<file path="config.mk">
export PLATFORM = sky130hd
export DESIGN_NAME = she_lane
export DESIGN_NICKNAME = d
export VERILOG_FILES = /design/src/rtl/setpoint_hold_extrapolator_unit_defines.svh /design/src/rtl/she_pkg.sv /design/src/rtl/she_div.sv /design/src/rtl/she_lane.sv
export SDC_FILE = /design/constraint.sdc
export NUM_CORES = 2
export LEC_CHECK = 0
export BUFFER_PORTS_ARGS = -buffer_cell sky130_fd_sc_hd__buf_2
export CAP_MARGIN = 20
export CELL_PAD_IN_SITES_DETAIL_PLACEMENT = 0
export CELL_PAD_IN_SITES_GLOBAL_PLACEMENT = 1
export CORE_MARGIN = 8
export CORE_UTILIZATION = 49
export CTS_CLUSTER_SIZE = 28
export DETAILED_ROUTE_END_ITERATION = 7
export PLACE_DENSITY = 0.9
export SYNTH_ARGS = -nofsm -noshare
export SYNTH_HDL_FRONTEND = slang
export SYNTH_SLANG_ARGS = --single-unit
</file>
<file path="constraint.sdc">
create_clock -name clk -period 12 [get_ports clk]
set_clock_uncertainty 0.05 [all_clocks]
set_input_delay 0.6 -clock clk [delete_from_list [all_inputs] [get_ports clk]]
set_output_delay 0.6 -clock clk [all_outputs]
set_load 0.01 [all_outputs]
</file>
<file path="src/rtl/setpoint_hold_extrapolator_unit_defines.svh">
// assertion macros for the setpoint hold extrapolator
`ifndef SETPOINT_HOLD_EXTRAPOLATOR_UNIT_DEFINES_SVH
`define SETPOINT_HOLD_EXTRAPOLATOR_UNIT_DEFINES_SVH

// same-cycle implication, checked outside reset
`define SHE_ASSERT_NOW(lbl, ante, cons, msg) \
	lbl: assert property (@(posedge clk) disable iff (!arst_n) (ante) |-> (cons)) else $error(msg);

// next-cycle implication, checked outside reset
`define SHE_ASSERT_NEXT(lbl, ante, cons, msg) \
	lbl: assert property (@(posedge clk) disable iff (!arst_n) (ante) |=> (cons)) else $error(msg);

`endif

</file>
<file path="src/rtl/she_pkg.sv">
// shared types and constants for the setpoint hold extrapolator
package she_pkg;

	localparam int AXES = 3;

	// opcodes of an input transfer
	localparam logic [1:0] OP_SET   = 2'd0;
	localparam logic [1:0] OP_QUERY = 2'd1;
	localparam logic [1:0] OP_CLEAR = 2'd2;

	// hold modes
	localparam logic [1:0] MODE_ZOH = 2'd0;
	localparam logic [1:0] MODE_FOH = 2'd1;
	localparam logic [1:0] MODE_SOH = 2'd2;
	localparam logic [1:0] MODE_OVR = 2'd3;

	// divider: two quotient bits per cycle over a 66-bit dividend
	localparam int DIV_W   = 66;
	localparam int DIV_CYC = DIV_W / 2;
	localparam int MAC_STEPS = 8;

	localparam logic signed [47:0] MAX48 = 48'sh7FFF_FFFF_FFFF;
	localparam logic signed [47:0] MIN48 = 48'sh8000_0000_0000;
	localparam logic signed [31:0] MAX32 = 32'sh7FFF_FFFF;
	localparam logic signed [31:0] MIN32 = 32'sh8000_0000;

	typedef enum logic [2:0] {
		S_IDLE,
		S_VSTART,
		S_VWAIT,
		S_ASTART,
		S_AWAIT,
		S_MAC,
		S_DRAIN,
		S_EMIT
	} state_t;

	typedef struct packed {
		logic        set_en;
		logic        shift_prev;
		logic        clr;
		logic        div_start;
		logic        div_acc;
		logic        q_load;
		logic        mac_en;
		logic [2:0]  mac_step;
		logic        ovr;
		logic        dneg;
		logic [31:0] udt;
		logic [63:0] udt2;
	} lane_ctrl_t;

	typedef struct packed {
		logic signed [31:0] pos;
		logic signed [47:0] vel;
		logic signed [47:0] acc;
	} lane_res_t;

endpackage

</file>
<file path="src/rtl/she_div.sv">
// radix-4 restoring divider: num * 2^16 / den, truncated, saturated to 48 bits
module she_div (
	input  logic               clk,
	input  logic               arst_n,
	input  logic               start,
	input  logic signed [48:0] num,
	input  logic        [31:0] den,
	output logic               done,
	output logic signed [47:0] quo
);
	import she_pkg::*;

	logic              busy_q;
	logic              done_q;
	logic [5:0]        cnt_q;
	logic [31:0]       rem_q;
	logic [DIV_W-1:0]  dvd_q;
	logic [DIV_W-1:0]  quo_q;
	logic              neg_q;
	logic [48:0]       mag;
	logic [32:0]       t1;
	logic [32:0]       t2;
	logic [31:0]       r1;
	logic [31:0]       r2;
	logic              ge1;
	logic              ge2;
	logic              big;

	assign mag = num[48] ? 49'(-num) : num;

	// two restoring steps per cycle
	always_comb begin
		t1  = {rem_q, dvd_q[DIV_W-1]};
		ge1 = t1 >= {1'b0, den};
		r1  = ge1 ? 32'(t1 - {1'b0, den}) : t1[31:0];
		t2  = {r1, dvd_q[DIV_W-2]};
		ge2 = t2 >= {1'b0, den};
		r2  = ge2 ? 32'(t2 - {1'b0, den}) : t2[31:0];
	end

	// control
	always_ff @(posedge clk or negedge arst_n) begin
		if (!arst_n) begin
			busy_q <= 1'b0;
			done_q <= 1'b0;
			cnt_q  <= '0;
		end else begin
			done_q <= busy_q && (cnt_q == 6'd1);
			if (start) begin
				busy_q <= 1'b1;
				cnt_q  <= 6'(DIV_CYC);
			end else if (busy_q) begin
				cnt_q <= cnt_q - 6'd1;
				if (cnt_q == 6'd1)
					busy_q <= 1'b0;
			end
		end
	end

	// datapath
	always_ff @(posedge clk) begin
		if (start) begin
			neg_q <= num[48];
			dvd_q <= {1'b0, mag, 16'b0};
			rem_q <= '0;
			quo_q <= '0;
		end else if (busy_q) begin
			dvd_q <= {dvd_q[DIV_W-3:0], 2'b00};
			rem_q <= r2;
			quo_q <= {quo_q[DIV_W-3:0], ge1, ge2};
		end
	end

	// sign and saturation
	assign big  = |quo_q[DIV_W-1:47];
	assign done = done_q;
	always_comb begin
		if (big)
			quo = neg_q ? MIN48 : MAX48;
		else
			quo = neg_q ? 48'(-quo_q[47:0]) : quo_q[47:0];
	end

endmodule

</file>
<file path="src/rtl/she_lane.sv">
// one axis lane: held samples, derivative divider and query multiply-accumulate
module she_lane (
	input  logic                  clk,
	input  logic                  arst_n,
	input  she_pkg::lane_ctrl_t   ctrl,
	input  logic signed [31:0]    set_pos,
	output logic                  div_done,
	output she_pkg::lane_res_t    res
);
	import she_pkg::*;

	logic signed [31:0]  cur_pos_q;
	logic signed [47:0]  cur_vel_q;
	logic signed [47:0]  cur_acc_q;
	logic signed [31:0]  prev_pos_q;
	logic signed [47:0]  prev_vel_q;
	logic signed [48:0]  div_num;
	logic signed [47:0]  div_q;
	logic [47:0]         vel_mag;
	logic [47:0]         acc_mag;
	logic [47:0]         op_a;
	logic [15:0]         chunk;
	logic [1:0]          sh;
	logic                neg;
	logic                to_v;
	logic [63:0]         prod;
	logic [63:0]         prod_s1;
	logic                valid_s1;
	logic [1:0]          sh_s1;
	logic                neg_s1;
	logic                to_v_s1;
	logic [113:0]        sp;
	logic signed [113:0] accp_q;
	logic signed [81:0]  accv_q;
	logic signed [81:0]  pfl;
	logic signed [65:0]  vfl;
	logic signed [31:0]  sat_p;
	logic signed [47:0]  sat_v;

	// numerator of the velocity or acceleration estimate
	always_comb begin
		if (ctrl.div_acc)
			div_num = {cur_vel_q[47], cur_vel_q} - {prev_vel_q[47], prev_vel_q};
		else
			div_num = {{17{cur_pos_q[31]}}, cur_pos_q} - {{17{prev_pos_q[31]}}, prev_pos_q};
	end

	she_div u_div (
		.clk    (clk),
		.arst_n (arst_n),
		.start  (ctrl.div_start),
		.num    (div_num),
		.den    (ctrl.udt),
		.done   (div_done),
		.quo    (div_q)
	);

	// held samples
	always_ff @(posedge clk or negedge arst_n) begin
		if (!arst_n) begin
			cur_pos_q  <= '0;
			cur_vel_q  <= '0;
			cur_acc_q  <= '0;
			prev_pos_q <= '0;
			prev_vel_q <= '0;
		end else if (ctrl.clr) begin
			cur_pos_q  <= '0;
			cur_vel_q  <= '0;
			cur_acc_q  <= '0;
			prev_pos_q <= '0;
			prev_vel_q <= '0;
		end else if (ctrl.set_en) begin
			if (ctrl.shift_prev) begin
				prev_pos_q <= cur_pos_q;
				prev_vel_q <= cur_vel_q;
			end
			cur_pos_q <= set_pos;
			cur_vel_q <= '0;
			cur_acc_q <= '0;
		end else if (div_done) begin
			if (ctrl.div_acc)
				cur_acc_q <= div_q;
			else
				cur_vel_q <= div_q;
		end
	end

	assign vel_mag = cur_vel_q[47] ? 48'(-cur_vel_q) : cur_vel_q;
	assign acc_mag = cur_acc_q[47] ? 48'(-cur_acc_q) : cur_acc_q;

	// partial product schedule: v*dt, a*dt^2 into position, a*dt into velocity
	always_comb begin
		unique case (ctrl.mac_step)
			3'd0: begin
				op_a = vel_mag; chunk = ctrl.udt[15:0]; sh = 2'd1;
				neg = cur_vel_q[47] ^ ctrl.dneg; to_v = 1'b0;
			end
			3'd1: begin
				op_a = vel_mag; chunk = ctrl.udt[31:16]; sh = 2'd2;
				neg = cur_vel_q[47] ^ ctrl.dneg; to_v = 1'b0;
			end
			3'd2: begin
				op_a = acc_mag; chunk = ctrl.udt2[15:0]; sh = 2'd0;
				neg = cur_acc_q[47]; to_v = 1'b0;
			end
			3'd3: begin
				op_a = acc_mag; chunk = ctrl.udt2[31:16]; sh = 2'd1;
				neg = cur_acc_q[47]; to_v = 1'b0;
			end
			3'd4: begin
				op_a = acc_mag; chunk = ctrl.udt2[47:32]; sh = 2'd2;
				neg = cur_acc_q[47]; to_v = 1'b0;
			end
			3'd5: begin
				op_a = acc_mag; chunk = ctrl.udt2[63:48]; sh = 2'd3;
				neg = cur_acc_q[47]; to_v = 1'b0;
			end
			3'd6: begin
				op_a = acc_mag; chunk = ctrl.udt[15:0]; sh = 2'd0;
				neg = cur_acc_q[47] ^ ctrl.dneg; to_v = 1'b1;
			end
			default: begin
				op_a = acc_mag; chunk = ctrl.udt[31:16]; sh = 2'd1;
				neg = cur_acc_q[47] ^ ctrl.dneg; to_v = 1'b1;
			end
		endcase
	end

	assign prod = op_a * chunk;

	// product register
	always_ff @(posedge clk or negedge arst_n) begin
		if (!arst_n)
			valid_s1 <= 1'b0;
		else
			valid_s1 <= ctrl.mac_en;
	end

	always_ff @(posedge clk) begin
		prod_s1 <= prod;
		sh_s1   <= sh;
		neg_s1  <= neg;
		to_v_s1 <= to_v;
	end

	assign sp = {50'b0, prod_s1} << {sh_s1, 4'b0000};

	// accumulators
	always_ff @(posedge clk) begin
		if (ctrl.q_load) begin
			accp_q <= {{50{cur_pos_q[31]}}, cur_pos_q, 32'b0};
			accv_q <= {{18{cur_vel_q[47]}}, cur_vel_q, 16'b0};
		end else if (valid_s1) begin
			if (to_v_s1)
				accv_q <= neg_s1 ? accv_q - sp[81:0] : accv_q + sp[81:0];
			else
				accp_q <= neg_s1 ? accp_q - sp : accp_q + sp;
		end
	end

	// floor to the output format and saturate
	assign pfl = accp_q[113:32];
	assign vfl = accv_q[81:16];

	always_comb begin
		if (pfl[81:31] == {51{pfl[81]}})
			sat_p = pfl[31:0];
		else
			sat_p = pfl[81] ? MIN32 : MAX32;
		if (vfl[65:47] == {19{vfl[65]}})
			sat_v = vfl[47:0];
		else
			sat_v = vfl[65] ? MIN48 : MAX48;
	end

	assign res.pos = ctrl.ovr ? cur_pos_q : sat_p;
	assign res.vel = ctrl.ovr ? cur_vel_q : sat_v;
	assign res.acc = cur_acc_q;

endmodule

</file>
* Yosys cells after proc, flatten, opt, wreduce, memory -nomap -nowiden
Cells that the tools add are included.
Word-level totals: flip-flop bits (word level) 630, logic and storage cells 127, bits of input ports 142, output and inout bits 129
Cells by class: equal/unequal tests 11, bitwise operators 3, shift-type cells 1, multiplexer cells 51, order comparisons 2, reductions and logical operators 23, add/sub/neg operators 13, multipliers 1
Operator list (count):
- 48-bit 2-to-1 mux | 20
- 114-bit 2-to-1 mux | 4
- 82-bit 2-to-1 mux | 4
- 32-bit 2-to-1 mux | 10
- 48-bit negator | 3
- 65-bit 2-to-1 mux | 2
- 114-bit adder | 1
- 64-bit by 6-bit left shift with 114-bit output | 1
- 114-bit subtractor | 1
- 49-bit 2-to-1 mux | 2
- 82-bit adder | 1
- 82-bit subtractor | 1
- 16-bit one-hot mux with 5 select lines | 1
- 33-bit by 32-bit greater-or-equal comparator with 1-bit output | 2
- 48-bit by 16-bit multiplier with 64-bit output | 1
- 32-bit subtractor | 2
- 50-bit == test | 1
- 49-bit negator | 1
- 48-bit by 48-bit subtractor with 49-bit output | 1
- 32-bit by 32-bit subtractor with 33-bit output | 1
- 19-bit OR reduction | 1
- 18-bit == test | 1
- 2-bit AND reduction | 7
- 6-bit 2-to-1 mux | 2
- 19 further kinds | 34

* Logic depth before layout (Yosys ltp)
depth in word-level cells 7, depth in mapped cells 39, mapped depth without buffers 37

* By module
A second synthesis with hierarchy kept.
Second synthesis, totals: cells, all modules 9682, area, all modules 77601.9 um2
Modules (own cells, without submodules):
- she_lane | area each 65106.2 um2, cells an instance 8099, instances 1
- she_div | area each 12495.7 um2, cells an instance 1583, instances 1

* Least setup slack after synthesis
No wires, ideal clock.
kind reg2reg, start register cur_vel_q[10], end register prod_s1[62], data required time 11823 ps, arrival 9723 ps, clock period less this slack 9899 ps, path slack 2101 ps, library setup time 127 ps, stages on the path, launching flop included 37, buffers on the path 2, path through dfrtp_1 clkbuf_1 or4_1 nor3b_1 nand2_1 or3_1 or4_1 nand2b_1 or2_2 o41ai_1 xor2_1 a21oi_1 nand2_1 fa_1 fa_1 fa_1 inv_1 fa_1 fa_1 inv_1 fa_1 inv_1 ha_1 clkbuf_1 a21o_1 a21o_1 a21o_1 a21oi_1 inv_1 a221o_1 o211ai_1 a21oi_1 o41ai_1 o21ai_0 a21oi_1 o21ai_0 xor2_1
On the way: word-level cells in the longest chain between the ends 4
Ends and longest elaborated chain:
- start, declared | line she_lane.sv:13 | logic signed [47:0] cur_vel_q;
- start signal, assigned | line she_lane.sv:84 | cur_vel_q <= div_q;
- 48-bit negator | line she_lane.sv:88 | assign vel_mag = cur_vel_q[47] ? 48'(-cur_vel_q) : cur_vel_q;
- 48-bit 2-to-1 mux * | line she_lane.sv:88
- 48-bit 2-to-1 mux * | line she_lane.sv:93 | unique case (ctrl.mac_step)
- 48-bit by 16-bit multiplier with 64-bit output * | line she_lane.sv:129 | assign prod = op_a * chunk;
- via prod[62] | line she_lane.sv:26 | logic [63:0] prod;
- end signal, assigned | line she_lane.sv:140 | prod_s1 <= prod;
- end, declared | line she_lane.sv:27 | logic [63:0] prod_s1;
Mark *: on every way through the listed nets, which the timed path passes. The rest lies on a longest branch. A chain may end at the register's enable or synchronous reset.

* Worst setup path in the final report
start register cur_vel_q[1], end register prod_s1[62]
Same word-level chain as after synthesis.

==> metrics.txt <==
register area between 15000 and 20000 sq um; synthesized area 78500 sq um; commonest non-fill, non-tap cells in the layout nand2_1 (1270), inv_1 (895), nor2_1 (830), o21ai_0 (683), fa_1 (648); RR Endpoint prod_s1[62]; CTS tree yes; Synthesized Nets 11000; Slew headroom 16.3%; Finish-stage setup viols 0; DRC violations left 0; number of placed I/O pins 271; worst r2r path cells 37; top cell type's share of synthesized area 16.5%; warnings from Yosys 0; GRT Util Overall 32.7%; max_cap viols 0; Critical Path RT between 10 and 15 ns; ANT nets after route 0; post-placement cell area 81800 sq um; top layer in use met5; footprint of the multi-input gates between 50000 and 60000 sq um; metal3 WL 26.5 mm; largest net degree at the start of global routing 137; fin crit share between 90% and 100%; area leader, netlist fa_1; worst hold-check path type input pin to flip-flop; fin crit period 10.98 ns; die extent in y between 400 and 500 um; status finished clean; starting density of the core 49.1%; startpoint types flip-flop; Root Buffer clkbuf_16; Synth area leaders fa_1 (17%), ha_1 (7.7%), edfxtp_1 (7.6%), dfrtp_1 (6.9%), nand2_1 (6.1%); H-tree Lvls 3; WL per Instance 24.9 um; Die X roughly 420 um; I/O Buffers between 200 and 300; slowest stage delay, CP slightly above 0.6 ns; critical path peak fanout 10; Metal-1 WL 116 mm; CTS sink cnt 630; maximum clock path buffer count 3; sequential share of the synthesized area 20.0%; initial antenna violation count 7; flop-to-flop setup slack 1.02 ns; worst slew pin tran 1.26 ns; Overflow after GRT 0; Slew Limit Fails 0; worst path arrival time 11.49 ns; Crit-path slowest cell o21ai_1; Hold Path Depth 1; hold_sp ctrl[101]; CP Capture Type flip-flop; Netlist cell types 100; first-pass GRT wire length about 440 mm; Mean Syn Cell Area 8.10 sq um; Core Footprint 160000 sq um; DR vias about 73000; Die ar. 173000 sq um; GP Congestion between 1 and 1.5; Pre-Repair DR Iteration Count 8; met2 wire len 130 mm; number of global-route vias before repair about 72000; reg2reg start cur_vel_q[1]; Worst Hold Path EP valid_s1; PwrDens 314 nW/um^2; commonest non-fill, non-tap cell in the layout nand2_1; P&R area growth vs syn 8.00%; async set-reset flop share out of synthesis 34.4%; Peak VDD IR ~0.00053 V; post-synthesis register bit count 630; worst skew pair latency just over 0.7 ns; Top FF cell, synth dfrtp_1; fraction of layout cells with a size suffix above 1 8.02%; Design Area, Final 84700 sq um; Placed Cells ~12000; final std cells w/o fill 11800; Post-synth EDFFs 198; Vias/cell 6.22; # Post-CTS Setup Buffers 0; Fillers 15200; Total Power 26.6 mW; FMAX 91.1 MHz; Util after Layout 53.0%; Detail Placement HPWL 233 mm; unrepaired setup endpoints after global routing no; setup TNS 0 ns; CTS buffer count 80; Leakage 39.2 nW; nets about 11000; site row count 147; WS Path Type flip-flop to flip-flop; clock transition at the registers of the reported paths 0.06 ns; Routed WL 294 mm; Post-Syn Instances 9685; iteration-0 DRC count of the detailed router 7808; Hold Fails Final Rpt 0
## worst max-delay path, delay by kind of cell (launching register included)
family / cells / cell delay, ns
fa+ha+maj: 8 / 3.73
flops: 1 / 0.48
xor+xnor: 2 / 0.32
simple gates: 9 / 2.15
buf+inv: 5 / 0.42
compound gates: 13 / 3.69
## synthesized netlist by cell type (85+ instances only)
cell and count:
xnor2_1 313, mux2i_1 212, edfxtp_1 198, a22o_1 105
dfxtp_1 215, a21o_1 294, o21ai_0 692, nand3_1 115
a211oi_1 85, clkbuf_1 487, dfrtp_1 217, and2_1 91
a31oi_1 99, mux2_2 102, fa_1 648, ha_1 481
nand2b_1 91, a21oi_1 631, nand2_1 1271, xor2_1 265
nor3_1 152, inv_1 898, nor2_1 833, nand4_1 110
## stage by stage
step | hold slack [ns] | setup slack, ns
3_3_place_gp | 0.391 | 1.30
6_report | 0.0660 | 1.02
3_5_place_dp | 0.404 | 1.07
2_1_floorplan | 0.254 | 2.10
4_1_cts | 0.0478 | 1.01
5_1_grt | 0.0439 | 0.542
## state kept, by name, indices dropped and copies added (netlist names)
register / cells
accp_q: 114
accv_q: 82
u_div.quo_q: 66
prod_s1: 64
u_div.dvd_q: 50
cur_acc_q: 48
cur_vel_q: 48
prev_vel_q: 48
cur_pos_q: 32
prev_pos_q: 32
u_div.rem_q: 32
u_div.cnt_q: 6
sh_s1: 2
neg_s1: 1
to_v_s1: 1
u_div.busy_q: 1
u_div.done: 1
u_div.neg_q: 1
valid_s1: 1
## final cells by class
class,count,share of cell area [%]
Clock inverter,40,0.568
Timing Repair Buffer,425,3.07
Tap cell,2086,3.08
Sequential cell,630,18.5
Antenna cell,6,0.0177
Clock buffer,110,2.75
Multi-Input combinational cell,7608,68.0
Inverter,901,3.99
## cells by family after synthesis
family	synth area share, %
fa+ha+maj	24.2
simple gates	17.5
compound gates	20.4
buf+inv	6.96
mux	4.47
flops	20.0
xor+xnor	6.45
## metal layers
layer,track usage [%],up-vias
met2,51.1,3664
met3,7.27,864
met1,41.3,35700
met4,19.7,4
li1,-,33300
met5,0,-
## power breakdown
group | switching [mW] | internal (mW) | leakage (nW)
combinational | 13.1 | 7.39 | 31.0
clock | 1.11 | 1.53 | 1.37
sequential | 0.665 | 2.89 | 6.83
## how the worst max path moves through the flow
stage                        startpoint     endpoint  slack [ns]  cells after the start
after floorplan           cur_vel_q[10]  prod_s1[62]        2.10                     36
after global placement     cur_acc_q[2]  prod_s1[63]        1.30                     35
after detailed placement   cur_acc_q[2]  prod_s1[63]        1.07                     35
after CTS                 cur_vel_q[12]  prod_s1[63]        1.01                     32
after global routing       cur_vel_q[1]  prod_s1[62]        0.54                     37
final                      cur_vel_q[1]  prod_s1[62]        1.02                     37
## timing repair
action,CTS,global route
hold buffers,1,0
resized for setup,0,0
endpoints found under the hold margin,81,0
Note: power is estimated with default switching activity, not from simulation.
